**src/design/vector_rotate_degrees_core_assert.svh**
```systemverilog
// ----------------------------------------------------------------------------
// Assertion macros for the vector rotation core.
// Immediate-consequence and next-cycle forms of a clocked, reset-gated check.
// ----------------------------------------------------------------------------
`ifndef VECTOR_ROTATE_DEGREES_CORE_ASSERT_SVH
`define VECTOR_ROTATE_DEGREES_CORE_ASSERT_SVH

// The consequent must hold in the same cycle as the antecedent.
`define VRD_ASSERT_IMPL(label, clk, rst_n, ante, cons, msg) \
  label: assert property (@(posedge clk) disable iff (!rst_n) (ante) |-> (cons)) \
    else $error(msg);

// The consequent must hold in the cycle after the antecedent.
`define VRD_ASSERT_NEXT(label, clk, rst_n, ante, cons, msg) \
  label: assert property (@(posedge clk) disable iff (!rst_n) (ante) |=> (cons)) \
    else $error(msg);

`endif

```
**src/design/vrd_pkg.sv**
```systemverilog
// ----------------------------------------------------------------------------
// Vector rotation package
// Shared constants, the arctangent table and the rotator stage payload type.
// ----------------------------------------------------------------------------
package vrd_pkg;

  // Angle formats: input in 1/64 degree, reduced angle, wrap arithmetic.
  localparam int ANGLE_WIDTH       = 16;
  localparam int TURN_WIDTH        = 17;
  localparam int RED_WIDTH         = 14;
  localparam int ANGLE_SCALE_SHIFT = 18;

  localparam logic signed [TURN_WIDTH-1:0] FULL_TURN          = 17'sd23040;
  localparam logic signed [TURN_WIDTH-1:0] TWO_TURNS          = 17'sd46080;
  localparam logic signed [TURN_WIDTH-1:0] HALF_TURN          = 17'sd11520;
  localparam logic signed [TURN_WIDTH-1:0] QUARTER_TURN       = 17'sd5760;
  localparam logic signed [TURN_WIDTH-1:0] THREE_QUARTER_TURN = 17'sd17280;

  // Rotator datapath: cosine and sine in Q2.30, residual angle in 2^-24 degree.
  localparam int CS_WIDTH   = 32;
  localparam int Z_WIDTH    = 32;
  localparam int MAG_WIDTH  = 31;
  localparam int TABLE_LEN  = 24;
  localparam int PROD_SHIFT = 15;

  localparam logic signed [CS_WIDTH-1:0] ONE_Q30      = 32'sd1073741824;
  localparam logic signed [CS_WIDTH-1:0] INV_GAIN_Q30 = 32'sd652032874;

  // atan(2^-i) in degrees, scaled by 2^24 and rounded.
  localparam logic signed [Z_WIDTH-1:0] ATAN_DEG_Q24 [TABLE_LEN] = '{
    32'sd754974720, 32'sd445687602, 32'sd235489088, 32'sd119537938,
    32'sd60000934,  32'sd30029717,  32'sd15018523,  32'sd7509720,
    32'sd3754917,   32'sd1877466,   32'sd938734,    32'sd469367,
    32'sd234684,    32'sd117342,    32'sd58671,     32'sd29335,
    32'sd14668,     32'sd7334,      32'sd3667,      32'sd1833,
    32'sd917,       32'sd458,       32'sd229,       32'sd115
  };

  // State of one request as it moves through the rotator stages.
  typedef struct packed {
    logic signed [CS_WIDTH-1:0] c;
    logic signed [CS_WIDTH-1:0] s;
    logic signed [Z_WIDTH-1:0]  z;
    logic                       exact;
    logic                       flip;
  } cordic_t;

endpackage

```
**src/design/vrd_cordic_step.sv**
```systemverilog
// ----------------------------------------------------------------------------
// Rotator step
// One registered CORDIC micro-rotation with a pass-along payload.
// ----------------------------------------------------------------------------
module vrd_cordic_step #(
  parameter int STEP       = 0,
  parameter int PASS_WIDTH = 64
) (
  input  logic                  clk_i,
  input  logic                  rst_ni,
  input  logic                  en_i,
  input  logic                  valid_i,
  input  vrd_pkg::cordic_t      cord_i,
  input  logic [PASS_WIDTH-1:0] pass_i,
  output logic                  valid_o,
  output vrd_pkg::cordic_t      cord_o,
  output logic [PASS_WIDTH-1:0] pass_o
);
  import vrd_pkg::*;

  logic                       valid_q;
  cordic_t                    cord_d;
  cordic_t                    cord_q;
  logic [PASS_WIDTH-1:0]      pass_q;
  logic signed [CS_WIDTH-1:0] dc;
  logic signed [CS_WIDTH-1:0] ds;

  // Micro-rotation toward zero residual angle; exact axis values pass unchanged.
  always_comb begin
    dc     = $signed(cord_i.s) >>> STEP;
    ds     = $signed(cord_i.c) >>> STEP;
    cord_d = cord_i;
    if (!cord_i.exact) begin
      if (!cord_i.z[Z_WIDTH-1]) begin
        cord_d.c = $signed(cord_i.c) - dc;
        cord_d.s = $signed(cord_i.s) + ds;
        cord_d.z = $signed(cord_i.z) - ATAN_DEG_Q24[STEP];
      end else begin
        cord_d.c = $signed(cord_i.c) + dc;
        cord_d.s = $signed(cord_i.s) - ds;
        cord_d.z = $signed(cord_i.z) + ATAN_DEG_Q24[STEP];
      end
    end
  end

  // Stage valid bit.
  always_ff @(posedge clk_i or negedge rst_ni) begin
    if (!rst_ni) begin
      valid_q <= 1'b0;
    end else if (en_i) begin
      valid_q <= valid_i;
    end
  end

  // Stage payload.
  always_ff @(posedge clk_i) begin
    if (en_i) begin
      cord_q <= cord_d;
      pass_q <= pass_i;
    end
  end

  assign valid_o = valid_q;
  assign cord_o  = cord_q;
  assign pass_o  = pass_q;

endmodule

```
**config.mk**
```make
export PLATFORM = sky130hd
export DESIGN_NAME = vrd_cordic_step
export DESIGN_NICKNAME = d
export VERILOG_FILES = /design/src/design/vector_rotate_degrees_core_assert.svh /design/src/design/vrd_pkg.sv /design/src/design/vrd_cordic_step.sv
export SDC_FILE = /design/constraint.sdc
export NUM_CORES = 1
export LEC_CHECK = 0
export BUFFER_PORTS_ARGS = -buffer_cell sky130_fd_sc_hd__buf_2
export CAP_MARGIN = 5
export CORE_MARGIN = 4
export CORE_UTILIZATION = 40
export CTS_CLUSTER_DIAMETER = 50
export DETAILED_ROUTE_END_ITERATION = 12
export MAX_ROUTING_LAYER = met4
export PLACE_DENSITY = 0.61
export SYNTH_ARGS = -nofsm -noshare
export SYNTH_HDL_FRONTEND = slang
export SYNTH_SLANG_ARGS = --single-unit
```
**constraint.sdc**
```tcl
create_clock -name clk_i -period 2.1 [get_ports clk_i]
set_input_delay 0.105 -clock clk_i [delete_from_list [all_inputs] [get_ports clk_i]]
set_output_delay 0.105 -clock clk_i [all_outputs]
set_load 0.02 [all_outputs]
```
==> results of run 1 <==
==> registers in the layout (all words and copies together) (netlist names) <==
signal / count
valid_o: 1
pass_o: 64
cord_o: 98
==> cell usage after synthesis (9+ instances only) <==
| library cell | number | share of area [%] |
|---|---|---|
| buf_2 | 13 | 0.56 |
| nand2b_1 | 11 | 0.60 |
| o21ai_0 | 81 | 3.5 |
| mux2i_1 | 23 | 2.0 |
| xnor2_1 | 53 | 4.0 |
| o31ai_1 | 9 | 0.59 |
| nand2_1 | 80 | 2.6 |
| nor3_1 | 27 | 1.2 |
| edfxtp_1 | 162 | 42 |
| xor2_1 | 10 | 0.76 |
| o211ai_1 | 9 | 0.59 |
| a21o_1 | 27 | 1.8 |
| nand3_1 | 16 | 0.69 |
| ha_1 | 100 | 11 |
| a21oi_1 | 116 | 5.0 |
| a211oi_1 | 11 | 0.72 |
| nor2_1 | 91 | 3.0 |
| clkbuf_1 | 30 | 0.98 |
| o21ai_1 | 12 | 0.52 |
| o21bai_1 | 18 | 1.2 |
| nor2b_1 | 22 | 1.2 |
| inv_1 | 92 | 3.0 |
==> routing by layer <==
layer / vias to the layer above / global-route usage (%) / wire length [um]
met4: 0 / 6.70 / 1020
met2: 501 / 50.0 / 23100
met3: 61 / 4.35 / 3160
met5: - / - / 0
li1: 5813 / - / -
met1: 5925 / 36.9 / 19600
==> final timing paths <==
check	slack, ns	start	cells past startpoint	to
max	-0.37	cord_i[66]	13	cord_o[94]$_DFFE_PP_
min	0.01	cord_i[35]	3	cord_o[35]$_DFFE_PP_
max reg2reg	1.35	valid_o$_DFFE_PN0P_	1	valid_o$_DFFE_PN0P_
min reg2reg	0.52	valid_o$_DFFE_PN0P_	1	valid_o$_DFFE_PN0P_
max in group asynchronous	1.46	rst_ni	3	valid_o$_DFFE_PN0P_
min in group asynchronous	0.54	rst_ni	3	valid_o$_DFFE_PN0P_
==> repair_timing <==
action | in CTS | in global routing
hold buffers | 99 | 0
pin swaps | 84 | 51
gates resized for setup | 160 | 63
endpoints found under the setup margin | 39 | 42
gates cloned | 1 | 0
endpoints found under the hold margin | 98 | 0
setup buffers | 29 | 11
==> cells by family (layout without fill, tap and decap cells) <==
group                    Yosys count  after routing  synth area share (%)
AND/OR/NAND/NOR                  302            302                  12.7
buffers and inverters            151            923                  5.35
multiplexers                      27             27                  2.39
XOR/XNOR                          63             63                  4.78
other                              0              1                     0
flip-flops                       163            163                  42.4
AO/OA/AOI/OAI                    371            371                  20.9
adder cells (fa/ha/maj)          104            104                  11.5
==> layout make-up <==
cell class	count	share of cell area, %
multi-input cells	867	36.9
inverters	93	2.05
well taps	378	2.47
flip-flops and latches	163	25.6
diodes	1	0.0131
clock buffers	17	2.22
repair buffers	798	30.0
clock inverters	15	0.824
==> through the flow <==
step	std cells	setup slack, ns	area [um^2]
2_1_floorplan	1181	-0.416	11900
3_3_place_gp	2164	-1.04	16300
3_5_place_dp	2164	-1.02	16300
4_1_cts	2323	-0.260	18800
5_1_grt	2332	-0.478	19100
6_report	2332	-0.372	19100
==> report_power, final <==
group,leakage (nW),total [mW],switching [mW],internal [mW]
registers,1.60,4.07,0.0982,3.97
logic,6.75,4.65,2.52,2.13
clock network,0.289,3.24,1.63,1.60
total,8.64,12.0,4.25,7.70
==> impl_metrics.csv, run 1 <==
group,metric,value,unit
critical_path,worstSetupEndpointType,"register",
place,portBuffers,328,
synth,synth_area,11500,um^2
sta,rsz0062_at_grt,"true",
synth,synthesis.nets,1451,
synth,synth-seq-area-share,42.4,%
sta,slew-limit-headroom,59.6,%
floorplanning,die_width,178,um
global_route,grt_max_degree,84,
global_route,overflow,0,
critical_path,cp_slowest_cell,"o311ai_4",
power_and_ir_drop,p_leak,8.64,nW
critical_path,critPathArrivalTime,2.63,ns
clock_network,clk-insertion-delay-late,0.42,ns
final_layout,fillers,2214,
detailed_routing,vias,12300,
clock_network,clockBufferDepth,2,
sta,hold_violations,0,
sta,drv_slew,0,
critical_path,critical_path_required,2.26,ns
critical_path,path_max_fanout,3,
critical_path,critical-path-max-stage-delay,0.35,ns
synth,syn_avg_cell_area,9.77,um^2
run_status,violations,"negative setup slack",
critical_path,worstPathCellList,"buf_8 > ha_4 > fa_2 > nor2b_4 > o211ai_1 > buf_4 > a2111oi_4 > o311ai_4 > nand4b_1 > a31oi_2 > a2bb2oi_2 > xnor2_1 > o21ai_1",
place,gp_congestion,0.997,
global_route,grt_pass1_wl,69700,um
critical_path,path_buf_inv,2,
sta,finalSetupViolCount,33,
run,drv_cap,0,
sta,skew,0,ns
final_layout,final_common_cell,"buf_4",
sta,min_period,2.47,ns
synth,postSynthCellCount,1181,
clock_network,cts_buffers,17,
floorplanning,ios,329,
power_and_ir_drop,power.total,12.0,mW
synth,synth_cell_types,85,
synth,ys_ff_latch,163,
detailed_routing,wl,46900,um
final_layout,areaGrowthSynthToFinish,65.9,%
final_layout,drive_above_1_share,46.5,%
global_route,groute.usage.overall,29.3,%
detailed_routing,dr.pass1.iters,5,
sta,final.setup.worst_slack,-0.372,ns
final_layout,multiInputGateArea,7060,um^2
final_layout,fin_util,68.1,%
power_and_ir_drop,cellPowerDensity,625,nW/um^2
synth,ys.flop_type,"edfxtp_1",
detailed_routing,postRouteAntennaNets,0,
critical_path,crit_type,"in2reg",
place,dp_hpwl,34700,um
synth,synthArstFlopShare,0.613,%
critical_path,worstSetupStartpointType,"input port",
detailed_routing,routed_via_density,5.27,
detailed_routing,drc_errors,0,
floorplanning,dieHeight,178,um
sta,setup_tns,-5.38,ns
clock_network,cts_tree,"done",
detailed_routing,drt_iter0_markers,1051,
global_route,first_global_vias,12300,
synth,yosys_warnings,0,
floorplanning,die_area,31600,um^2
sta,max_freq,404,MHz
synth,synth_edf_count,162,
power_and_ir_drop,ir_drop,0.000644,V
floorplanning,start_util,41.1,%
sta,min_period_over_period,118,%
run_status,status,"finished, violations left",
clock_network,clk_root_buffer_cell,"clkbuf_16",
global_route,antenna_found_initial,1,
clock_network,htree_levels,4,
floorplanning,core-area,28100,um^2
clock_network,cts.clk_slew.worst_paths,0.07,ns
sta,fin_hold_ws,0.0131,ns
clock_network,cts.sinks,163,
final_layout,ff_latch_area,4890,um^2
final_layout,final_cell_mix,"343 x buf_4, 308 x buf_2, 162 x edfxtp_1",
final_layout,fin_nets,2210,
floorplanning,rows,61,
critical_path,crit_family,"compound AO/OA/AOI/OAI gates",
sta,tightest_slew,0.599,ns
detailed_routing,avgRoutedWirePerCell,20.1,um
min_path,hold_class,"in2reg",
(Power assumes the default switching activity.)
==> run 2, diff against run 1 <==
GPL_ROUTABILITY_DRIVEN = 0   (was default)
clock period = 2.45 ns   (was 2.1 ns; I/O delays follow)
==> impl_metrics.csv, run 2 (synthesis results as in run 1) <==
group,metric,value,unit
sta,max_freq,397,MHz
run,drv_cap,0,
critical_path,path_buf_inv,3,
floorplanning,die_area,31600,um^2
global_route,overflow,0,
place,dp_hpwl,32700,um
critical_path,path_max_fanout,4,
global_route,first_global_vias,12000,
power_and_ir_drop,power_switching,3.50,mW
floorplanning,dieHeight,178,um
sta,skew,0,ns
floorplanning,core-area,28100,um^2
critical_path,reg2reg_setup_slack,1.71,ns
floorplanning,die_width,178,um
clock_network,clk-insertion-delay-late,0.43,ns
power_and_ir_drop,p_leak,8.11,nW
min_path,hold_end,"cord_o[57]$_DFFE_PP_",
global_route,grt_max_degree,118,
detailed_routing,avgRoutedWirePerCell,19.6,um
power_and_ir_drop,power_switching_share,35.0,%
detailed_routing,drc_errors,0,
place,postPlaceCellArea,15600,um^2
global_route,antenna_found_initial,3,
power_and_ir_drop,pwr-share-seq,34.9,%
sta,min_period_over_period,103,%
power_and_ir_drop,p_int,6.48,mW
final_layout,areaGrowthSynthToFinish,54.6,%
clock_network,cts_buffers,17,
run_status,status,"finished, violations left",
floorplanning,ios,329,
detailed_routing,vias,11900,
critical_path,crit_start,"cord_i[66]",
detailed_routing,drt_iter0_markers,1016,
sta,hold_violations,0,
min_path,hp-start,"cord_i[57]",
final_layout,final_common_cell,"buf_2",
min_path,hold_class,"in2reg",
final_layout,final_cell_mix,"323 x buf_2, 290 x buf_4, 162 x edfxtp_1",
power_and_ir_drop,cellPowerDensity,560,nW/um^2
sta,finalSetupViolCount,6,
critical_path,crit_type,"in2reg",
place,portBuffers,328,
critical_path,cp_slowest_cell,"a2111o_1",
critical_path,worstSetupEndpointType,"register",
detailed_routing,wl,44200,um
critical_path,r2r_start,"valid_o$_DFFE_PN0P_",
clock_network,cts.sinks,163,
final_layout,multiInputGateArea,6550,um^2
power_and_ir_drop,ir_drop,0.000439,V
critical_path,r2r-end,"valid_o$_DFFE_PN0P_",
final_layout,fillers,2256,
floorplanning,rows,61,
power_and_ir_drop,clkPwrFrac,29.3,%
clock_network,htree_levels,4,
critical_path,worstPathCellList,"buf_12 > ha_4 > fa_2 > nor2b_4 > o211ai_1 > buf_4 > buf_6 > a211o_1 > a31oi_4 > a2111o_1 > a41o_1 > a21oi_2 > xnor2_1 > o21ai_1",
detailed_routing,dr.pass1.iters,5,
clock_network,clk_root_buffer_cell,"clkbuf_16",
sta,slew-limit-headroom,54.6,%
final_layout,ff_latch_area,4890,um^2
final_layout,fin_nets,2133,
sta,drv_slew,0,
sta,min_period,2.52,ns
final_layout,drive_above_1_share,40.5,%
critical_path,worstSetupStartpointType,"input port",
detailed_routing,postRouteAntennaNets,0,
critical_path,critical-path-max-stage-delay,0.44,ns
final_layout,final_area,17800,um^2
final_layout,largest_register_ffs,98,
sta,final.setup.worst_slack,-0.0674,ns
global_route,grt_pass1_wl,66800,um
clock_network,cts.clk_slew.worst_paths,0.07,ns
sta,tightest_slew,0.680,ns
floorplanning,start_util,41.1,%
power_and_ir_drop,power.total,9.98,mW
sta,rsz0062_at_grt,"true",
clock_network,clockBufferDepth,2,
critical_path,critical_path_required,2.61,ns
detailed_routing,routed_via_density,5.26,
clock_network,cts_tree,"done",
critical_path,crit_family,"compound AO/OA/AOI/OAI gates",
critical_path,critPathArrivalTime,2.68,ns
power_and_ir_drop,combPwrFrac,35.7,%
sta,setup_tns,-0.244,ns
run_status,violations,"negative setup slack",
place,dp_slack,-0.596,ns
min_path,holdPathStages,3,
global_route,groute.usage.overall,27.9,%
critical_path,reg2reg_depth,1,
## run 2: power groups by stage
| stage | Clock (mW) | Combinational, mW | Sequential [mW] |
|---|---|---|---|
| finish | 2.93 | 3.57 | 3.49 |
| global route | 3.10 | 3.82 | 3.51 |
| CTS | 2.97 | 3.40 | 3.48 |
| detailed placement | 0 | 3.18 | 3.54 |
| global placement | 0 | 3.15 | 3.54 |
| floorplan | 0 | 1.36 | 3.91 |
## run 2: how the worst max path moves through the flow
stage / to / slack (ns) / depth (start not counted)
finish: cord_o[64]$_DFFE_PP_ / -0.07 / 14
detailed placement: cord_o[94]$_DFFE_PP_ / -0.60 / 13
global route: cord_o[64]$_DFFE_PP_ / -0.15 / 14
floorplan: cord_o[64]$_DFFE_PP_ / -0.09 / 11
CTS: cord_o[64]$_DFFE_PP_ / -0.02 / 14
global placement: cord_o[56]$_DFFE_PP_ / -0.53 / 14
## run 2: stage by stage
stage	util [%]	hold slack [ns]	cells
2_1_floorplan	-	-0.173	1181
4_1_cts	62.1	0.00609	2249
6_report	63.5	0.0231	2257
3_3_place_gp	55.7	-0.102	2116
5_1_grt	63.5	0.0122	2257
3_5_place_dp	55.7	-0.101	2116
## run 2: final cells by class
cell class	instances	area share, %
flip-flops and latches	163	27.4
repair buffers	721	27.6
multi-input cells	867	36.7
clock inverters	15	1.15
well taps	378	2.65
clock buffers	17	2.38
inverters	93	2.00
diodes	3	0.0421
## run 2: what timing repair did
action                     CTS  global route
setup endpoints to repair   11            35
hold endpoints to repair    96             0
pin swaps                   18            34
hold buffers                97             0
buffers inserted             6             5
cloned                       0             0
gates resized for setup     37            68
## run 2: routing by layer
layer / part of all wire (%) / GRT usage, % / vias to the layer above
met1: 40 / 33.9 / 5556
met2: 48 / 46.2 / 551
li1: - / - / 5658
met3: 8.0 / 5.39 / 96
met4: 3.5 / 10.4 / 0
met5: 0 / - / -
